**config.mk**
```make
export PLATFORM = sky130hd
export DESIGN_NAME = ptt_cell
export DESIGN_NICKNAME = d
export VERILOG_FILES = /design/src/rtl/ptt_pkg.sv /design/src/rtl/ptt_cell.sv
export SDC_FILE = /design/constraint.sdc
export NUM_CORES = 1
export LEC_CHECK = 0
export BUFFER_PORTS_ARGS = -buffer_cell sky130_fd_sc_hd__buf_4
export CELL_PAD_IN_SITES_DETAIL_PLACEMENT = 1
export CELL_PAD_IN_SITES_GLOBAL_PLACEMENT = 1
export CORE_ASPECT_RATIO = 0.75
export CORE_MARGIN = 2
export CORE_UTILIZATION = 38
export CTS_CLUSTER_SIZE = 40
export DETAILED_ROUTE_END_ITERATION = 16
export GPL_TIMING_DRIVEN = 1
export PLACE_DENSITY_LB_ADDON = 0.1
export SETUP_SLACK_MARGIN = 0.05
export SYNTH_ARGS = -nofsm -noshare
export SYNTH_HDL_FRONTEND = slang
export SYNTH_SLANG_ARGS = --single-unit
```
**constraint.sdc**
```tcl
create_clock -name i_clk -period 5.8 [get_ports i_clk]
set_input_delay 0.87 -clock i_clk [delete_from_list [all_inputs] [get_ports i_clk]]
set_output_delay 0.87 -clock i_clk [all_outputs]
set_load 0.1 [all_outputs]
```
**src/rtl/ptt_pkg.sv**
```systemverilog
// Package for the pair result tally table: item structs, opcodes, outcome
// and status codes, and the control group driven into the cell row.
// No dependencies.
package ptt_pkg;

    localparam int ID_W    = 10;
    localparam int CNT_W   = 20;
    localparam int SCORE_W = 21;

    typedef enum logic [1:0] {
        OP_ADD   = 2'd0,
        OP_READ  = 2'd1,
        OP_CLEAR = 2'd2
    } t_opcode;

    localparam logic [1:0] OUTC_FIRST_WIN  = 2'd0;
    localparam logic [1:0] OUTC_DRAW       = 2'd1;
    localparam logic [1:0] OUTC_SECOND_WIN = 2'd2;
    localparam logic [1:0] OUTC_DISCARD    = 2'd3;

    typedef enum logic [2:0] {
        ST_INSERTED = 3'd0,
        ST_MERGED   = 3'd1,
        ST_SKIPPED  = 3'd2,
        ST_FULL     = 3'd3,
        ST_ENTRY    = 3'd4,
        ST_NONE     = 3'd5,
        ST_CLEARED  = 3'd6
    } t_status;

    typedef struct packed {
        logic [1:0]      opcode;
        logic [ID_W-1:0] first_id;
        logic [ID_W-1:0] second_id;
        logic [1:0]      outcome;
        logic            first_flagged;
        logic            second_flagged;
    } t_in_item;

    typedef struct packed {
        logic [2:0]         status;
        logic [ID_W-1:0]    entry_first_id;
        logic [ID_W-1:0]    entry_second_id;
        logic [CNT_W-1:0]   played_count;
        logic [CNT_W-1:0]   win_count;
        logic [CNT_W-1:0]   draw_count;
        logic [CNT_W-1:0]   loss_count;
        logic [SCORE_W-1:0] score_halves;
        logic               last_entry;
    } t_out_item;

    // Broadcast to every cell for the item being applied.
    typedef struct packed {
        logic       insert;
        logic       merge;
        logic [1:0] outcome;
    } t_cell_ctrl;

endpackage

```
**src/rtl/ptt_cell.sv**
```systemverilog
// One cell of the sorted tally row: holds one entry, compares it with the
// incoming key, and takes its left neighbor's entry when an insert shifts.
// Depends on ptt_pkg.
module ptt_cell #(
    parameter int ID_BITS    = 10,
    parameter int COUNT_BITS = 20,
    parameter int TOT_W      = 7,
    parameter int CELL_INDEX = 0
) (
    input  logic                                  i_clk,
    input  ptt_pkg::t_cell_ctrl                   i_ctrl,
    input  logic [TOT_W-1:0]                      i_total,
    input  logic [2*ID_BITS-1:0]                  i_key,
    input  logic                                  i_prev_lt,
    input  logic [2*ID_BITS+5*COUNT_BITS:0]       i_prev_entry,
    output logic                                  o_lt,
    output logic                                  o_eq,
    output logic [2*ID_BITS+5*COUNT_BITS:0]       o_entry
);

    localparam int KEY_W   = 2 * ID_BITS;
    localparam int SC_W    = COUNT_BITS + 1;
    localparam int CNTS_W  = 4 * COUNT_BITS + SC_W;
    localparam int ENTRY_W = KEY_W + CNTS_W;
    localparam logic [COUNT_BITS-1:0] CNT_MAX = '1;
    localparam logic [SC_W-1:0]       SC_MAX  = '1;

    logic [ENTRY_W-1:0] r_entry;
    logic [ENTRY_W-1:0] n_entry;
    logic [KEY_W-1:0]   w_key;
    logic               w_valid;

    function automatic logic [COUNT_BITS-1:0] sat_inc(input logic [COUNT_BITS-1:0] c);
        return (c == CNT_MAX) ? c : c + COUNT_BITS'(1);
    endfunction

    // Counts are laid out played, wins, draws, losses, score from the top.
    function automatic logic [CNTS_W-1:0] tally(input logic [CNTS_W-1:0] c,
                                                 input logic [1:0] outcome);
        logic [COUNT_BITS-1:0] played;
        logic [COUNT_BITS-1:0] wins;
        logic [COUNT_BITS-1:0] draws;
        logic [COUNT_BITS-1:0] losses;
        logic [SC_W-1:0]       score;
        played = c[CNTS_W-1 -: COUNT_BITS];
        wins   = c[CNTS_W-1-COUNT_BITS -: COUNT_BITS];
        draws  = c[CNTS_W-1-2*COUNT_BITS -: COUNT_BITS];
        losses = c[CNTS_W-1-3*COUNT_BITS -: COUNT_BITS];
        score  = c[SC_W-1:0];
        played = sat_inc(played);
        case (outcome)
            ptt_pkg::OUTC_FIRST_WIN: begin
                wins  = sat_inc(wins);
                score = (score >= SC_MAX - SC_W'(1)) ? SC_MAX : score + SC_W'(2);
            end
            ptt_pkg::OUTC_DRAW: begin
                draws = sat_inc(draws);
                score = (score == SC_MAX) ? score : score + SC_W'(1);
            end
            default: begin
                losses = sat_inc(losses);
            end
        endcase
        return {played, wins, draws, losses, score};
    endfunction

    assign w_key   = r_entry[ENTRY_W-1 -: KEY_W];
    assign w_valid = i_total > TOT_W'(CELL_INDEX);
    assign o_lt    = w_valid && (w_key < i_key);
    assign o_eq    = w_valid && (w_key == i_key);
    assign o_entry = r_entry;

    always_comb begin
        n_entry = r_entry;
        if (i_ctrl.insert) begin
            // Cells below the insert point hold; the one at it takes the new
            // key, and every cell above takes its left neighbor's entry.
            if (!o_lt) begin
                if (i_prev_lt) begin
                    n_entry = {i_key, tally('0, i_ctrl.outcome)};
                end else begin
                    n_entry = i_prev_entry;
                end
            end
        end else if (i_ctrl.merge && o_eq) begin
            n_entry = {w_key, tally(r_entry[CNTS_W-1:0], i_ctrl.outcome)};
        end
    end

    always_ff @(posedge i_clk) begin
        r_entry <= n_entry;
    end

endmodule

```
==> results of run 1 <==
## metal layers
metal / up-vias / global-route usage, %
li1: 3326 / -
met1: 3263 / 31.6
met2: 231 / 37.3
met3: 33 / 5.48
met4: 0 / 7.86
met5: - / 0
## worst paths after layout
path / startpoint / endpoint / slack [ns] / depth (start not counted)
worst min register to register: o_entry[37] / o_entry[37] / 0.70 / 2
worst min-delay path: o_entry[37] / o_entry[37] / 0.70 / 2
worst max-delay path: i_key[7] / o_lt / 2.31 / 9
worst max register to register: o_entry[120] / o_entry[94] / 2.50 / 6
## power breakdown
part | total, mW | internal [mW] | leakage [nW] | switching (mW)
logic | 0.844 | 0.231 | 2.96 | 0.613
clock network | 1.04 | 0.662 | 0.271 | 0.381
registers | 1.13 | 1.05 | 1.14 | 0.0758
total | 3.02 | 1.95 | 4.38 | 1.07
## cell type report
cell class,count,area (sq um)
Multi-Input combinational cell,585,3800
Fill cell,2239,9030
Sequential cell,121,3630
Inverter,32,120
Clock buffer,19,433
Clock inverter,11,131
Tap cell,253,317
Timing Repair Buffer,283,2120
## placed cells by master, fill, tap and decap left out, drive strengths merged, types with 25 or more instances in the layout
cell      n
and3     25
buf     283
edfxtp  121
ha       27
inv      31
nand2   134
nand3    34
nor2     49
o21ai    75
xnor2    41
xor2     59
## worst max-delay path: stages
cell                       delay (ns)
sky130_fd_sc_hd__buf_4           0.08
sky130_fd_sc_hd__inv_1           0.04
sky130_fd_sc_hd__ha_1            0.29
sky130_fd_sc_hd__and3_1          0.20
sky130_fd_sc_hd__a221oi_1        0.40
sky130_fd_sc_hd__nor4_1          0.10
sky130_fd_sc_hd__a21oi_1         0.16
sky130_fd_sc_hd__and3_1          0.17
sky130_fd_sc_hd__buf_4           0.29
## cells by family (layout without fill, tap and decap cells)
group	after synthesis	after routing	synth area share, %
mux	25	25	3.28
simple gates	299	299	18.6
fa+ha+maj	27	27	4.40
buf+inv	67	345	3.51
compound gates	134	134	11.4
xor+xnor	100	100	11.4
flops	121	121	47.4
==> impl_results.rst, run 1 <==
.. list-table::
   :header-rows: 1

   * - Metric
     - Value
   * - Number of primary I/O pins
     - between 200 and 300
   * - Number of enable-type register cells in the synthesized netlist
     - 121
   * - Area fraction of the dominant cell type after synthesis
     - 47.4%
   * - Start-to-end type of the worst setup path
     - input port to output pin
   * - Capturing element type of the critical path
     - output pin
   * - Fin crit period
     - about 3.5 ns
   * - Highest metal layer used by the detailed router
     - met4
   * - End-of-flow core utilization
     - 53.9%
   * - Inst Count DP
     - 1274
   * - Clock tree root driver cell
     - sky130_fd_sc_hd__clkbuf_16
   * - Final max-slew violation count
     - 0
   * - Clock insertion delay at the later pin of the skew report
     - 0.42 ns
   * - Longest Clk Path Bufs
     - 2
   * - Final count of negative-setup-slack endpoints
     - 0
   * - Number of buffers inserted during clock tree synthesis
     - 17
   * - Area growth from synthesis to final layout
     - 37.7%
   * - Post-synthesis cell count
     - about 770
   * - CP startpoint kind
     - input port
   * - Routed length on met2
     - 11200 microns
   * - Number of buffers inserted by hold repair at cts
     - 0
   * - Finished layout cell area
     - ~0.011 sq mm
   * - Overall track demand over capacity in global routing
     - between 20% and 30%
   * - Crit path setup slack, layout
     - between 2 and 2.5 ns
   * - Clk pin slew, worst setup/hold paths
     - about 0.05 ns
   * - Vertical extent of the die
     - roughly 130 microns
   * - Worst slack, placed
     - 1.93 ns
   * - Wire length of the first global-routing pass
     - slightly below 40000 microns
   * - Share of cells above drive strength 1
     - 31.3%
   * - Synthesized cell area
     - around 0.0077 sq mm
   * - Average cell area after synthesis
     - 9.92 sq um
   * - Placed cell areas
     - between 0.009 and 0.01 sq mm
   * - Number of synthesized register bits
     - 121
   * - Number of global-route vias before repair
     - 7151
   * - Result of the run
     - completed
   * - Inserted Diodes
     - 0
   * - Largest vdd supply drop
     - 0.000151 V
   * - Count of different cell masters after synthesis
     - 46
   * - Sink count of the clock tree
     - approximately 120
   * - Number of nets with antenna violations after detailed routing
     - 0
   * - Most area-hungry cell type in the Yosys netlist
     - sky130_fd_sc_hd__edfxtp_1
   * - TritonCTS clock tree
     - built
   * - Wire length per cell
     - 18.8 microns
   * - Initial standard-cell utilization of the core
     - 39.1%
   * - Dominant register cell in the synthesized netlist
     - sky130_fd_sc_hd__edfxtp_1
   * - Proportion of synthesized chip area in sequential cells
     - 47.4%
   * - Total number of placement rows
     - 44
   * - Synth async-reset ratio
     - 0%
   * - Number of cells in the finished layout apart from fillers
     - 1304
   * - Sum of negative setup slack
     - 0 ns
   * - Cells resized by post-CTS repair
     - 0
   * - Largest cells by area after synthesis
     - sky130_fd_sc_hd__edfxtp_1 47%, sky130_fd_sc_hd__xor2_1 6.7%, sky130_fd_sc_hd__nand2_1 6.6%
   * - Number of buffers inserted to repair setup after CTS
     - 0
   * - Static Leakage
     - 4.38 nW
   * - Final Skew
     - 0.00922 ns
   * - Avg Vias per Cell
     - 5.26
   * - Count of maximum capacitance violations
     - 0
   * - 1st-iter DRT viols
     - 379
   * - Number of flip-flops in the largest register
     - between 100 and 150
   * - Die width
     - around 170 microns
   * - Maximum fanout encountered on the critical timing path
     - 2
   * - Power per cell area
     - 285 mW/mm^2
   * - Initial antenna violation count
     - 0
   * - Top cell types by occurrence after synthesis
     - 134 x sky130_fd_sc_hd__nand2_1, 121 x sky130_fd_sc_hd__edfxtp_1, 75 x sky130_fd_sc_hd__o21ai_0, 59 x sky130_fd_sc_hd__xor2_1, 48 x sky130_fd_sc_hd__nor2_1
   * - DIE AREA
     - between 0.02 and 0.025 sq mm
   * - DRC violation count after routing
     - 0
   * - Data arrival, critical path
     - between 2 and 3 ns
   * - Total wire length after detailed routing
     - approximately 25000 microns
   * - Leftover overflow at the end of global routing
     - 0
   * - Measured slew at the worst slew-check pin
     - 1.00 ns
   * - Period Utilization, post-route
     - 60.1%
   * - HP Class
     - register to register
   * - Post-detailed-placement half-perimeter wirelength
     - 18400 microns
   * - H-tree lvl count
     - 4
   * - Most repeated cell in the gate-level netlist after synthesis
     - sky130_fd_sc_hd__nand2_1
   * - Count of nets after finishing
     - 1221
   * - RSZ-0062 raised after global routing
     - false
   * - Number of nets produced by synthesis
     - between 900 and 1000
   * - Hold WS
     - approximately 0.7 ns
   * - Power consumption
     - 3.02 mW
   * - First-pass detailed-route iteration total
     - 5
   * - Required arrival time at the worst endpoint
     - 4.93 ns
   * - Core ar.
     - about 0.02 sq mm
   * - Global placement routability congestion
     - around 0.8
   * - # port buffers
     - 276
   * - Maximum clock rate
     - 287 MHz
   * - DR vias
     - 6853
   * - Hold Fails Final Rpt
     - 0
   * - Headroom to the max-slew limit
     - 33.2%
   * - Synthesis Warnings
     - 0
   * - Maximum number of pins on one net before global-route repair
     - 88
   * - Met3 WL
     - around 1600 microns
   * - M1 WL
     - 11200 microns
Power figures use the tool's default switching activity.
==> run 2: changes to the inputs <==
Settings changed: ABC_AREA set to 1, CORE_UTILIZATION 38 to 33.
Clock period 5.8 ns to 3 ns, I/O delays scaled along.
==> run 2 against run 1 <==
Against the previous run:
- total power grew 99%
- utilization fell by 7.9 points
- count of clock-buffer cells in the layout increased by 1
- global-route usage fell by 0.55 points
- largest power group unchanged
==> impl_results.rst, run 2 <==
.. list-table::
   :header-rows: 1

   * - Metric
     - Value
   * - Power consumption
     - 6.00 mW (+99%)
   * - Total wire length after detailed routing
     - 30600 microns (+25%)
   * - Hold Fails Final Rpt
     - 0 (unchanged)
   * - Initial standard-cell utilization of the core
     - 33.6% (-5.6 points)
   * - Maximum number of pins on one net before global-route repair
     - 82 (-6.8%)
   * - DIE AREA
     - 0.0266 sq mm (+25%)
   * - Post-detailed-placement half-perimeter wirelength
     - 23000 microns (+25%)
   * - Final Skew
     - 0.0132 ns (+0.00395 ns)
   * - Cells resized by post-CTS repair
     - 0 (unchanged)
   * - 1st-iter DRT viols
     - 503 (+33%)
   * - # port buffers
     - 276 (unchanged)
   * - Top library cells by usage in the layout, fill and taps aside
     - 366 x sky130_fd_sc_hd__nand2_1, 289 x sky130_fd_sc_hd__buf_4, 121 x sky130_fd_sc_hd__edfxtp_1
   * - Longest Clk Path Bufs
     - 2 (unchanged)
   * - Internal power of the cells
     - 3.72 mW (+91%)
   * - Bufs and invs on worst path
     - 2 (-1)
   * - Placed cell areas
     - 0.0109 sq mm (+8.8%)
   * - Post-synthesis cell count
     - 1098 (+42%)
   * - Start-to-end type of the worst setup path
     - register to output pin
   * - Core ar.
     - 0.0249 sq mm (+27%)
   * - Overall track demand over capacity in global routing
     - 22.8% (-0.55 points)
   * - Number of nets produced by synthesis
     - 1279 (+34%)
   * - Count of maximum capacitance violations
     - 0 (unchanged)
   * - RSZ-0062 raised after global routing
     - false
   * - Total number of placement rows
     - 50 (+14%)
   * - Avg Vias per Cell
     - 4.95 (-5.8%)
   * - Worst slack, placed
     - 0.234 ns (-1.70 ns)
   * - Area growth from synthesis to final layout
     - 36.9%
   * - Number of buffers inserted to repair setup after CTS
     - 0 (unchanged)
   * - Die width
     - 188 microns (+12%)
   * - Synth async-reset ratio
     - 0% (unchanged)
   * - Crit-path cells
     - ha_1, nand4_1, nor2_1, nand2_1, nor2_1, nor2_1, nand2_1, inv_1, buf_4
   * - Number of synthesized register bits
     - 121 (unchanged)
   * - Leftover overflow at the end of global routing
     - 0 (unchanged)
   * - Launch point of the worst reg-to-reg path
     - o_entry[120]
   * - Fraction of power consumed by the clock network
     - 34.0% (-0.6 points)
   * - Finished layout cell area
     - 0.0114 sq mm (+8.3%)
   * - Measured slew at the worst slew-check pin
     - 1.05 ns (+0.0489 ns)
   * - Clk pin slew, worst setup/hold paths
     - 0.06 ns (about the same)
   * - Fin crit period
     - roughly 2.6 ns
   * - Global placement routability congestion
     - 0.832 (+2.1%)
   * - Area fraction of the dominant cell type after synthesis
     - 43.5% (-3.9 points)
   * - Number of buffers inserted by hold repair at cts
     - 0 (unchanged)
   * - Count of nets after finishing
     - 1559 (+28%)
   * - Share of total power in sequential cells
     - 36.4% (-1.0 points)
   * - Cell at the slowest stage of the critical path
     - sky130_fd_sc_hd__edfxtp_1
   * - Required arrival time at the worst endpoint
     - 2.55 ns (-2.38 ns)
   * - Clock insertion delay at the later pin of the skew report
     - 0.43 ns (about the same)
   * - Relative contribution of combinational cells to total power
     - 29.7% (+1.7 points)
   * - Sum of negative setup slack
     - 0 ns (unchanged)
   * - Most common cell on crit path
     - sky130_fd_sc_hd__nor2_1
   * - Crit path setup slack, layout
     - 0.385 ns (-1.93 ns)
   * - Number of flip-flops in the largest register
     - 121 (unchanged)
   * - Power per cell area
     - 524 mW/mm^2 (+84%)
   * - Clock tree root driver cell
     - sky130_fd_sc_hd__clkbuf_16
   * - Worst setup path start
     - o_entry[120]
   * - Synthesis Warnings
     - 0 (unchanged)
   * - DR vias
     - 8560 (+25%)
   * - Synthesized cell area
     - 0.00836 sq mm (+9.0%)
   * - Number of primary I/O pins
     - 277 (unchanged)
   * - First-pass detailed-route iteration total
     - 5 (unchanged)
   * - Period Utilization, post-route
     - between 80 and 90%
   * - Inserted Diodes
     - 0 (unchanged)
   * - Maximum fanout encountered on the critical timing path
     - 3 (+1)
   * - H-tree lvl count
     - 4 (unchanged)
   * - Top cell types by occurrence after synthesis
     - 367 x sky130_fd_sc_hd__nand2_1, 121 x sky130_fd_sc_hd__edfxtp_1, 120 x sky130_fd_sc_hd__inv_1, 105 x sky130_fd_sc_hd__nor2_1, 86 x sky130_fd_sc_hd__o21ai_0
   * - Capturing element type of the critical path
     - output pin
   * - Initial antenna violation count
     - 0 (unchanged)
   * - Most common cell after layout, fill and taps aside
     - sky130_fd_sc_hd__nand2_1
   * - Most area-hungry cell type in the Yosys netlist
     - sky130_fd_sc_hd__edfxtp_1
   * - DRC violation count after routing
     - 0 (unchanged)
   * - Sink count of the clock tree
     - 121 (unchanged)
   * - Hold wc startpoint
     - i_prev_entry[73]
   * - Wire length of the first global-routing pass
     - 47600 microns (+21%)
   * - Final count of negative-setup-slack endpoints
     - 0 (unchanged)
   * - Largest cells by area after synthesis
     - sky130_fd_sc_hd__edfxtp_1 43%, sky130_fd_sc_hd__nand2_1 16%, sky130_fd_sc_hd__inv_1 5.4%
   * - HP Class
     - input port to register
   * - Number of nets with antenna violations after detailed routing
     - 0 (unchanged)
   * - Static Leakage
     - 5.30 nW (+21%)
   * - Headroom to the max-slew limit
     - 29.7% (-3.4 points)
   * - Wire length per cell
     - 17.7 microns (-6.1%)
   * - Vertical extent of the die
     - 142 microns (+12%)
   * - Result of the run
     - completed
   * - Number of enable-type register cells in the synthesized netlist
     - 121 (unchanged)
   * - Switching Power
     - 2.28 mW (+110%)
   * - Data arrival, critical path
     - 2.17 ns (-0.45 ns)
   * - Proportion of synthesized chip area in sequential cells
     - 43.5% (-3.9 points)
   * - Final max-slew violation count
     - 0 (unchanged)
   * - Share of cells above drive strength 1
     - 26.0% (-5.3 points)
   * - Dominant register cell in the synthesized netlist
     - sky130_fd_sc_hd__edfxtp_1
   * - Number of buffers inserted during clock tree synthesis
     - 17 (unchanged)
   * - CP startpoint kind
     - register
   * - Number of global-route vias before repair
     - 8467 (+18%)
   * - Sw Ratio
     - 38.0% (+2.6 points)
   * - Largest vdd supply drop
     - 0.000421 V (+180%)
   * - Biggest cell delay along the critical path
     - 0.40 ns (about the same)
   * - Count of different cell masters after synthesis
     - 37 (-20%)
   * - Maximum clock rate
     - 382 MHz
   * - TritonCTS clock tree
     - built
   * - End-of-flow core utilization
     - 46.0% (-7.9 points)
   * - Cell class contributing the biggest share of worst-path delay
     - simple AND/OR/NAND/NOR gates
   * - Average cell area after synthesis
     - 7.61 sq um (-23%)
   * - Most repeated cell in the gate-level netlist after synthesis
     - sky130_fd_sc_hd__nand2_1
==> run 2: final timing paths <==
path,endpoint,slack [ns],cells past startpoint
setup / recovery,o_lt,0.38,9
hold / removal,o_entry[73],0.29,3
setup reg to reg,o_entry[25],0.41,7
hold reg to reg,o_entry[68],0.69,2
==> run 2: per-layer routing <==
| layer | vias to the layer above | wire length [microns] | global-route usage (%) | share of wire (%) |
|---|---|---|---|---|
| met5 | - | 0 | 0 | 0 |
| met4 | 0 | 272 | 4.43 | 0.89 |
| met3 | 18 | 1820 | 5.34 | 6.0 |
| met2 | 239 | 13600 | 35.8 | 45 |
| met1 | 4086 | 14900 | 32.3 | 49 |
| li1 | 4217 | - | - | - |
==> run 2: worst reg2reg max path: cells and delay by family (launching register included) <==
kind,cells,cell delay (ns)
adder cells (fa/ha/maj),1,0.35
AND/OR/NAND/NOR,6,1.46
flip-flops,1,0.40
==> run 2: cell type report <==
class	instances	area [sq um]
Sequential cell	121	3630
Clock inverter	12	126
Timing Repair Buffer	291	2210
Tap cell	338	423
Fill cell	3145	13500
Inverter	121	454
Multi-Input combinational cell	826	4160
Clock buffer	20	437
==> run 2: cells by family (layout without fill, tap and decap cells) <==
| group | count (synthesis) | count (layout) | synth area share [%] |
|---|---|---|---|
| adder cells (fa/ha/maj) | 27 | 27 | 4.04 |
| XOR/XNOR | 29 | 29 | 3.04 |
| AND/OR/NAND/NOR | 622 | 622 | 31.8 |
| flip-flops | 121 | 121 | 43.5 |
| AO/OA/AOI/OAI | 148 | 148 | 10.7 |
| buffers and inverters | 151 | 444 | 6.95 |
==> run 2: power by group through the flow <==
stage                     clock network, mW  logic [mW]  registers (mW)
after floorplan                           0       0.456            2.98
after global placement                    0        1.76            2.21
after detailed placement                  0        1.79            2.21
after CTS                              2.09        1.79            2.18
after global routing                   2.15        1.89            2.20
final                                  2.04        1.78            2.18
==> run 2: per-stage QoR <==
step	std cells	hold slack (ns)
after floorplan	1098	0.636
after global placement	1697	0.653
after detailed placement	1697	0.669
after CTS	1729	0.274
after global routing	1729	0.289
final	1729	0.294
